### src/rtl/core/sem_pkg.sv
// Shared types, constants and widths for the Sobel edge magnitude block.
// Depends on nothing; every other file in rtl/core but sem_ram imports it.
`timescale 1ns / 1ps

package sem_pkg;

   // Frame limits and derived widths
   localparam int MAX_WIDTH  = 1024;
   localparam int MAX_HEIGHT = 4096;
   localparam int PIX_W      = 8;
   localparam int RGB_W      = 3 * PIX_W;
   localparam int WID_W      = 11;
   localparam int HGT_W      = 13;
   localparam int COL_W      = $clog2(MAX_WIDTH);
   localparam int ROW_W      = $clog2(MAX_HEIGHT + 2);
   localparam int TOTAL_W    = $clog2(MAX_WIDTH * MAX_HEIGHT + 1);
   localparam int CSR_IDX_W  = 1;
   localparam int CSR_DATA_W = HGT_W;

   // Gradient arithmetic
   localparam int SUM_W      = 10;
   localparam int GRAD_W     = 12;
   localparam int SQ_W       = 20;
   localparam int SS_W       = SQ_W + 1;
   localparam int ROOT_SAT   = 255 * 255 + 255 + 1;
   localparam int ROOT_STEPS = PIX_W;
   localparam int STEP_W     = $clog2(ROOT_STEPS);
   localparam int RAD_W      = 2 * PIX_W;
   localparam int REM_W      = PIX_W + 1;

   // Register indexes
   localparam logic [CSR_IDX_W-1:0] REG_IMAGE_WIDTH  = 1'd0;
   localparam logic [CSR_IDX_W-1:0] REG_IMAGE_HEIGHT = 1'd1;

   typedef enum logic [2:0] {
      ST_IDLE,
      ST_READ,
      ST_GRAD,
      ST_SQR,
      ST_LOAD,
      ST_ROOT,
      ST_DONE
   } sem_state_type;

   typedef struct packed {
      logic grad_en;
      logic sqr_en;
      logic root_load;
      logic root_step;
   } sem_lane_ctrl_type;

   typedef logic [2:0][2:0][PIX_W-1:0] sem_win_type;

endpackage

### src/rtl/core/sem_lane.sv
// One colour lane: masked Sobel gradients, squares, and an iterative rounded square root.
// Depends on sem_pkg for widths and the lane control struct.
`timescale 1ns / 1ps

module sem_lane import sem_pkg::*; (
   input  logic              clock,
   input  sem_lane_ctrl_type ctrl,
   input  sem_win_type       win,
   input  logic [2:0]        row_mask,
   input  logic [2:0]        col_mask,
   output logic [PIX_W-1:0]  mag
);

   sem_win_type              m;
   logic [SUM_W-1:0]         gx_pos, gx_neg, gy_pos, gy_neg;
   logic signed [GRAD_W-1:0] gx_in, gy_in, gx_ff, gy_ff;
   logic signed [2*GRAD_W-1:0] px, py;
   logic [SQ_W-1:0]          sqx_ff, sqy_ff;
   logic [SS_W-1:0]          ss;
   logic [RAD_W-1:0]         rad_ff, rad_in;
   logic [PIX_W-1:0]         root_ff, root_in;
   logic [REM_W-1:0]         rem_ff, rem_in;
   logic                     sat_ff;
   logic [REM_W+1:0]         rem_sh, trial;

   // Drop out-of-frame neighbours
   always_comb begin
      for (int i = 0; i < 3; i++) begin
         for (int j = 0; j < 3; j++) begin
            m[i][j] = (row_mask[i] && col_mask[j]) ? win[i][j] : '0;
         end
      end
   end

   // Kernel sums: right minus left column, bottom minus top row
   assign gx_pos = SUM_W'(m[0][2]) + SUM_W'({m[1][2], 1'b0}) + SUM_W'(m[2][2]);
   assign gx_neg = SUM_W'(m[0][0]) + SUM_W'({m[1][0], 1'b0}) + SUM_W'(m[2][0]);
   assign gy_pos = SUM_W'(m[2][0]) + SUM_W'({m[2][1], 1'b0}) + SUM_W'(m[2][2]);
   assign gy_neg = SUM_W'(m[0][0]) + SUM_W'({m[0][1], 1'b0}) + SUM_W'(m[0][2]);
   assign gx_in  = $signed({2'b00, gx_pos}) - $signed({2'b00, gx_neg});
   assign gy_in  = $signed({2'b00, gy_pos}) - $signed({2'b00, gy_neg});

   assign px = gx_ff * gx_ff;
   assign py = gy_ff * gy_ff;
   assign ss = SS_W'(sqx_ff) + SS_W'(sqy_ff);

   // One root bit per step
   assign rem_sh = {rem_ff, rad_ff[RAD_W-1 -: 2]};
   assign trial  = (REM_W+2)'({root_ff, 2'b01});
   always_comb begin
      if (rem_sh >= trial) begin
         rem_in  = REM_W'(rem_sh - trial);
         root_in = {root_ff[PIX_W-2:0], 1'b1};
      end else begin
         rem_in  = REM_W'(rem_sh);
         root_in = {root_ff[PIX_W-2:0], 1'b0};
      end
      rad_in = {rad_ff[RAD_W-3:0], 2'b00};
   end

   // Advance the lane stages
   always_ff @(posedge clock) begin
      if (ctrl.grad_en) begin
         gx_ff <= gx_in;
         gy_ff <= gy_in;
      end
      if (ctrl.sqr_en) begin
         sqx_ff <= px[SQ_W-1:0];
         sqy_ff <= py[SQ_W-1:0];
      end
      if (ctrl.root_load) begin
         sat_ff  <= (ss >= SS_W'(ROOT_SAT));
         rad_ff  <= ss[RAD_W-1:0];
         rem_ff  <= '0;
         root_ff <= '0;
      end else if (ctrl.root_step) begin
         rad_ff  <= rad_in;
         rem_ff  <= rem_in;
         root_ff <= root_in;
      end
   end

   // Round to nearest: remainder above root rounds up
   assign mag = sat_ff ? '1 :
                (rem_ff > REM_W'(root_ff)) ? root_ff + 1'b1 : root_ff;

endmodule
### config.mk
export PLATFORM = sky130hd
export DESIGN_NAME = sem_lane
export DESIGN_NICKNAME = d
export VERILOG_FILES = /design/src/rtl/core/sem_pkg.sv /design/src/rtl/core/sem_lane.sv
export SDC_FILE = /design/constraint.sdc
export NUM_CORES = 1
export LEC_CHECK = 0
export BUFFER_PORTS_ARGS = -buffer_cell sky130_fd_sc_hd__buf_4
export CAP_MARGIN = 30
export CORE_UTILIZATION = 45
export DETAILED_ROUTE_END_ITERATION = 10
export PLACE_DENSITY = 0.69
export SYNTH_ARGS = -nofsm -noshare
export SYNTH_HDL_FRONTEND = slang
export SYNTH_SLANG_ARGS = --single-unit
### constraint.sdc
create_clock -name clock -period 14.86 [get_ports clock]
set_clock_uncertainty 0.05 [all_clocks]
set_input_delay 2.229 -clock clock [delete_from_list [all_inputs] [get_ports clock]]
set_output_delay 2.229 -clock clock [all_outputs]
set_load 0.01 [all_outputs]
==> impl_metrics.csv, run 1 <==
group,metric,value,unit
drt,first_pass_iters,5,
sta,tightest_slew,0.696,ns
cts,clock_latency,0.35,ns
synth,synthTopCellsByArea,"fa_1 (34%), edfxtp_1 (16%), ha_1 (12%), inv_1 (9.4%), xnor2_1 (4.1%)",
finish,n_antenna_cell,0,
placement,post-place-cells,1982,
finish,num-fill-cells,3008,
cts,cts_setup_buffers,0,
setup_path,cp_slowest_cell,"edfxtp_1",
finish,finalNonFillerCells,1998,
global_routing,grt_use_met2,35.2,%
synth,syn_nets,1973,
cts,clk_path_buf_depth,2,
sta,hold_viol_final,0,
sta,period_needed,5.97,ns
drt,vias,10100,
sta,tns,0,ns
synth,syn_inst,1501,
worst_hold_path,hp-class,"reg2reg",
setup_path,startpoint_type,"flop",
run_status,outcome,"finished, final reports clean",
placement,pre_cts_ws,8.54,ns
setup_path,cp.required,14.92,ns
synth,synth_top_area_share,34.1,%
sta,drv_slew,0,
synth,syn_area_per_cell,9.82,sq um
global_routing,grt_max_degree,39,
global_routing,grt.total_usage,18.8,%
sta,fin_ws,8.89,ns
setup_path,timing.critical_path.mode_cell,"fa_1",
synth,synthArstFlopShare,0,%
global_routing,met3_usage,2.46,%
setup_path,path_cells,"clkinv_1 > nor2_1 > fa_1 > inv_1 > fa_1 > fa_1 > inv_1 > fa_1 > inv_1 > fa_1 > inv_1 > ha_1 > o41ai_1 > o2111ai_1 > a31o_2 > a21oi_1 > xnor2_1",
synth,post-synth-top-count-cell,"inv_1",
sta,min_period_over_period,40.2,%
drt,routed_via_density,5.03,
placement,io_buffers,82,
floorplan,die_x,183,um
synth,synth_edf_count,77,
finish,finalNetCount,2030,
placement,gp_congestion,0.845,
drt,ant_nets,0,
setup_path,worstPathMaxFanout,14,
cts,cts.sink_count,94,
drt,drc,0,
drt,wire_per_inst,14.4,um
finish,fin_util,50.5,%
drt,routed_wl,28700,um
synth,synth_commonest_cells,"inv_1 (369), fa_1 (251), ha_1 (138), edfxtp_1 (77)",
finish,regArea,2650,sq um
finish,syn2layout_area_growth,9.11,%
cts,cts_hold_buffers,0,
floorplan,chipHeight,183,um
global_routing,grt_pass1_wl,50400,um
global_routing,use_met1,22.6,%
synth,yosys.area.top_type,"fa_1",
finish,drive_gt1_share,7.87,%
synth,ys_ff_latch,94,
synth,seq_area_frac_synth,18.0,%
cts,cts_resized,0,
setup_path,cp-end-kind,"flop",
setup_path,path_class,"reg2reg",
sta,setup_viol,0,
drt,drt_iter0_markers,422,
sta,slew_headroom,53.4,%
floorplan,rows,65,
synth,synth_flop_cell,"edfxtp_1",
cts,cts_buffers,9,
cts,cts_root_buffer,"clkbuf_16",
synth,syn_area,14700,sq um
floorplan,core_area,31900,sq um
cts,htree_levels,3,
synth,synth_cell_types,55,
sta,rsz0062_at_grt,"false",
global_routing,grt_pass1_vias,11000,
cts,clkSlewWorstSetupHoldPaths,0.07,ns
floorplan,pin_count,91,
finish,multi_input_area,10600,sq um
global_routing,grt_overflow,0,
synth,yosys_warnings,0,
floorplan,start_util,46.2,%
global_routing,grt_busiest_layer,"met2",
setup_path,slowest_delay,0.65,ns
placement,place_hpwl,24200,um
floorplan,dieArea,33500,sq um
cts,cts_tree,"done",
global_routing,antenna_found_initial,0,
run,cap_violations,0,
setup_path,crit_arrival,6.03,ns
sta,fmax,167,MHz
[per-layer routing]
layer | up-vias | part of all wire [%]
li1 | 4809 | -
met1 | 5007 | 42
met2 | 195 | 53
met3 | 39 | 3.5
met4 | 0 | 1.8
met5 | - | 0
[placed cells by master, fill, tap and decap left out, types with 3 or more instances in the layout]
master,n
or2_2,7
a21oi_1,36
clkbuf_16,9
nor3_1,16
nor2_1,74
a21boi_0,3
o31a_1,3
or3_1,8
mux2i_1,9
mux2_2,10
a211oi_1,16
nand2_1,74
nor4_1,3
a31oi_1,6
xnor2_1,69
a21o_1,14
o21ai_0,21
edfxtp_1,77
xor2_1,21
a31o_2,3
inv_1,369
o31ai_1,4
nor2b_1,20
ha_1,138
nand3_1,16
nand2b_1,6
and2_1,60
fa_1,251
buf_4,83
o21a_1,9
o21bai_1,6
and3_1,63
nand4_1,6
dfxtp_1,17
o211ai_1,3
[cell families after synthesis]
group,count (synthesis),synth area share [%]
xor gates and xnor gates,90,5.35
buffers and inverters,407,10.4
muxes,20,1.48
DFF,94,18.0
adders and majority gates,389,45.8
AOI/OAI and AO/OA,144,6.59
and+or+nand+nor,357,12.4
[sequential cells by signal, indices dropped and copies added (netlist names)]
signal and cells:
rad_ff 16, sqy_ff 19, gx_ff 11, sat_ff 1
rem_ff 9, root_ff 8, sqx_ff 19, gy_ff 11
[area by class of cell]
type | instances | area share [%]
clock inverters | 7 | 0.560
flip-flops and latches | 94 | 16.5
multi-input cells | 1000 | 65.7
clock buffers | 9 | 1.40
repair buffers | 83 | 3.87
well taps | 435 | 3.38
inverters | 370 | 8.63
[path summary, 6_finish.rpt]
path                  start  slack [ns]  cells after the start         end
setup / recovery  gx_ff[10]        8.89                     17  sqx_ff[18]
hold / removal    rem_ff[6]        0.45                      2   rem_ff[8]
setup reg to reg  gx_ff[10]        8.89                     17  sqx_ff[18]
hold reg to reg   rem_ff[6]        0.45                      2   rem_ff[8]
[critical path, delay by kind of cell, from the launching register on]
kind,cells,cell delay [ns]
DFF,1,0.65
and+or+nand+nor,1,0.26
buffers and inverters,5,0.64
AOI/OAI and AO/OA,4,1.35
xor gates and xnor gates,1,0.08
adders and majority gates,6,2.67
[metrics by stage]
step	hold slack, ns	area (sq um)
after floorplan	0.417	14700
after global placement	0.440	15800
after detailed placement	0.445	15800
after CTS	0.456	16100
after global routing	0.487	16100
final	0.454	16100
Power of run 1 is not shown: default switching activity piles up to over one toggle a cycle in this logic, so the estimate is an artifact.
==> run 2: changes to the inputs <==
==> constraint.sdc (replaced) <==
create_clock -name clock -period 6.1 [get_ports clock]
set_clock_uncertainty 0.05 [all_clocks]
set_input_delay 0.915 -clock clock [delete_from_list [all_inputs] [get_ports clock]]
set_output_delay 0.915 -clock clock [all_outputs]
set_load 0.01 [all_outputs]
==> run 2 against run 1 <==
  * Sequential share of layout area about the same
  * Die area unchanged
  * Wire length fell by 0.87%
  * Critical path depth shrank 1
  * Via count is 0.99% lower
  * Utilization increased by 0.12 points
==> impl_metrics.csv, run 2 (synthesized netlist as in run 1, its figures left out) <==
group,metric,value,unit
drt,wire_per_inst,14.2,um
setup_path,crit_arrival,5.69,ns
sta,rsz0062_at_grt,"false",
drt,routed_via_density,4.96,
setup_path,cp-end-kind,"flop",
floorplan,rows,65,
sta,fmax,177,MHz
sta,period_needed,5.64,ns
global_routing,antenna_found_initial,0,
global_routing,grt_pass1_vias,10800,
setup_path,path_cells,"and2_1 > inv_1 > fa_1 > fa_1 > fa_1 > inv_1 > fa_1 > inv_1 > fa_1 > inv_1 > ha_1 > o41ai_1 > o2111ai_1 > a31o_2 > a21oi_1 > xnor2_1",
setup_path,slowest_delay,0.66,ns
global_routing,grt_overflow,0,
cts,cts_root_buffer,"clkbuf_16",
worst_hold_path,hp-class,"reg2reg",
floorplan,dieArea,33500,sq um
setup_path,path_buf_inv,4,
floorplan,start_util,46.2,%
placement,dpl-instance-area,15800,sq um
cts,clk_path_buf_depth,2,
cts,htree_levels,3,
finish,reg_top3,"sqx_ff: 19 flops, sqy_ff: 19 flops, rad_ff: 16 flops",
global_routing,grt_pass1_wl,49600,um
setup_path,crit_family,"adder cells",
global_routing,grt.total_usage,18.5,%
drt,first_pass_iters,5,
floorplan,core_area,31900,sq um
finish,final_common_cell,"inv_1",
sta,slew_headroom,55.2,%
finish,n_antenna_cell,0,
placement,gp_congestion,0.879,
finish,syn2layout_area_growth,9.36,%
drt,vias,9951,
run_status,outcome,"finished, final reports clean",
setup_path,timing.critical_path.mode_cell,"fa_1",
floorplan,chipHeight,183,um
cts,cts_hold_buffers,0,
sta,tns,0,ns
cts,clock_latency,0.35,ns
setup_path,cp.required,6.15,ns
drt,routed_wl,28400,um
sta,tightest_slew,0.669,ns
sta,drv_slew,0,
run,cap_violations,0,
drt,ant_nets,0,
finish,design_area,16100,sq um
finish,drive_gt1_share,8.39,%
setup_path,startpoint_type,"flop",
floorplan,die_x,183,um
finish,mostFrequentLayoutCells,"inv_1 (369), fa_1 (251), ha_1 (138), buf_4 (93), edfxtp_1 (77)",
global_routing,grt_max_degree,39,
sta,hold_viol_final,0,
setup_path,cp_slowest_cell,"edfxtp_1",
drt,drc,0,
cts,cts.sink_count,94,
drt,drt_iter0_markers,418,
placement,place_hpwl,24200,um
setup_path,path_class,"reg2reg",
cts,clkSlewWorstSetupHoldPaths,0.07,ns
floorplan,pin_count,91,
cts,cts_buffers,9,
sta,setup_viol,0,
placement,io_buffers,82,
cts,cts_tree,"done",
cts,cts_setup_buffers,0,
sta,min_period_over_period,92.4,%
finish,finalNetCount,2040,
cts,cts_resized,0,
setup_path,worstPathMaxFanout,12,
run 2: final cells by class:
| cell class | count | area (sq um) |
|---|---|---|
| fill | 2966 | 15800 |
| multi-input combinational | 1000 | 10600 |
| sequential | 94 | 2650 |
| inverter | 370 | 1390 |
| timing repair buffer | 93 | 698 |
| tap | 435 | 544 |
| clock buffer | 12 | 246 |
| clock inverter | 4 | 31.3 |
run 2: stage by stage:
step | utilization [%] | instances | hold WS [ns] | setup slack, ns
2_1_floorplan | - | 1501 | 0.417 | 0.713
3_5_place_dp | 49.7 | 1992 | 0.443 | 0.453
5_1_grt | 50.6 | 2008 | 0.486 | 0.173
3_3_place_gp | 49.7 | 1992 | 0.442 | 0.544
4_1_cts | 50.6 | 2008 | 0.453 | 0.453
6_report | 50.6 | 2008 | 0.451 | 0.462
run 2: worst reg2reg max path, stage by stage, from the launching register on:
cell and delay, ns:
edfxtp_1 0.66, and2_1 0.25, inv_1 0.06, fa_1 0.50, fa_1 0.45, fa_1 0.54
inv_1 0.05, fa_1 0.53, inv_1 0.06, fa_1 0.53, inv_1 0.04, ha_1 0.24
o41ai_1 0.63, o2111ai_1 0.26, a31o_2 0.28, a21oi_1 0.17, xnor2_1 0.08
run 2: final timing paths:
| kind | startpoint | cells past startpoint | endpoint | slack, ns |
|---|---|---|---|---|
| min reg2reg | rem_ff[7] | 2 | rem_ff[7] | 0.45 |
| max | gx_ff[6] | 16 | sqx_ff[18] | 0.46 |
| max reg2reg | gx_ff[6] | 16 | sqx_ff[18] | 0.46 |
| min | rem_ff[7] | 2 | rem_ff[7] | 0.45 |
run 2: layer usage:
layer	vias to the layer above	share of wire, %	GRT usage (%)
met2	181	52	34.6
met5	-	0	0
met4	0	1.7	4.17
met3	31	3.2	2.42
met1	4905	43	22.4
li1	4834	-	-
Power of run 2 is left out for the same reason.
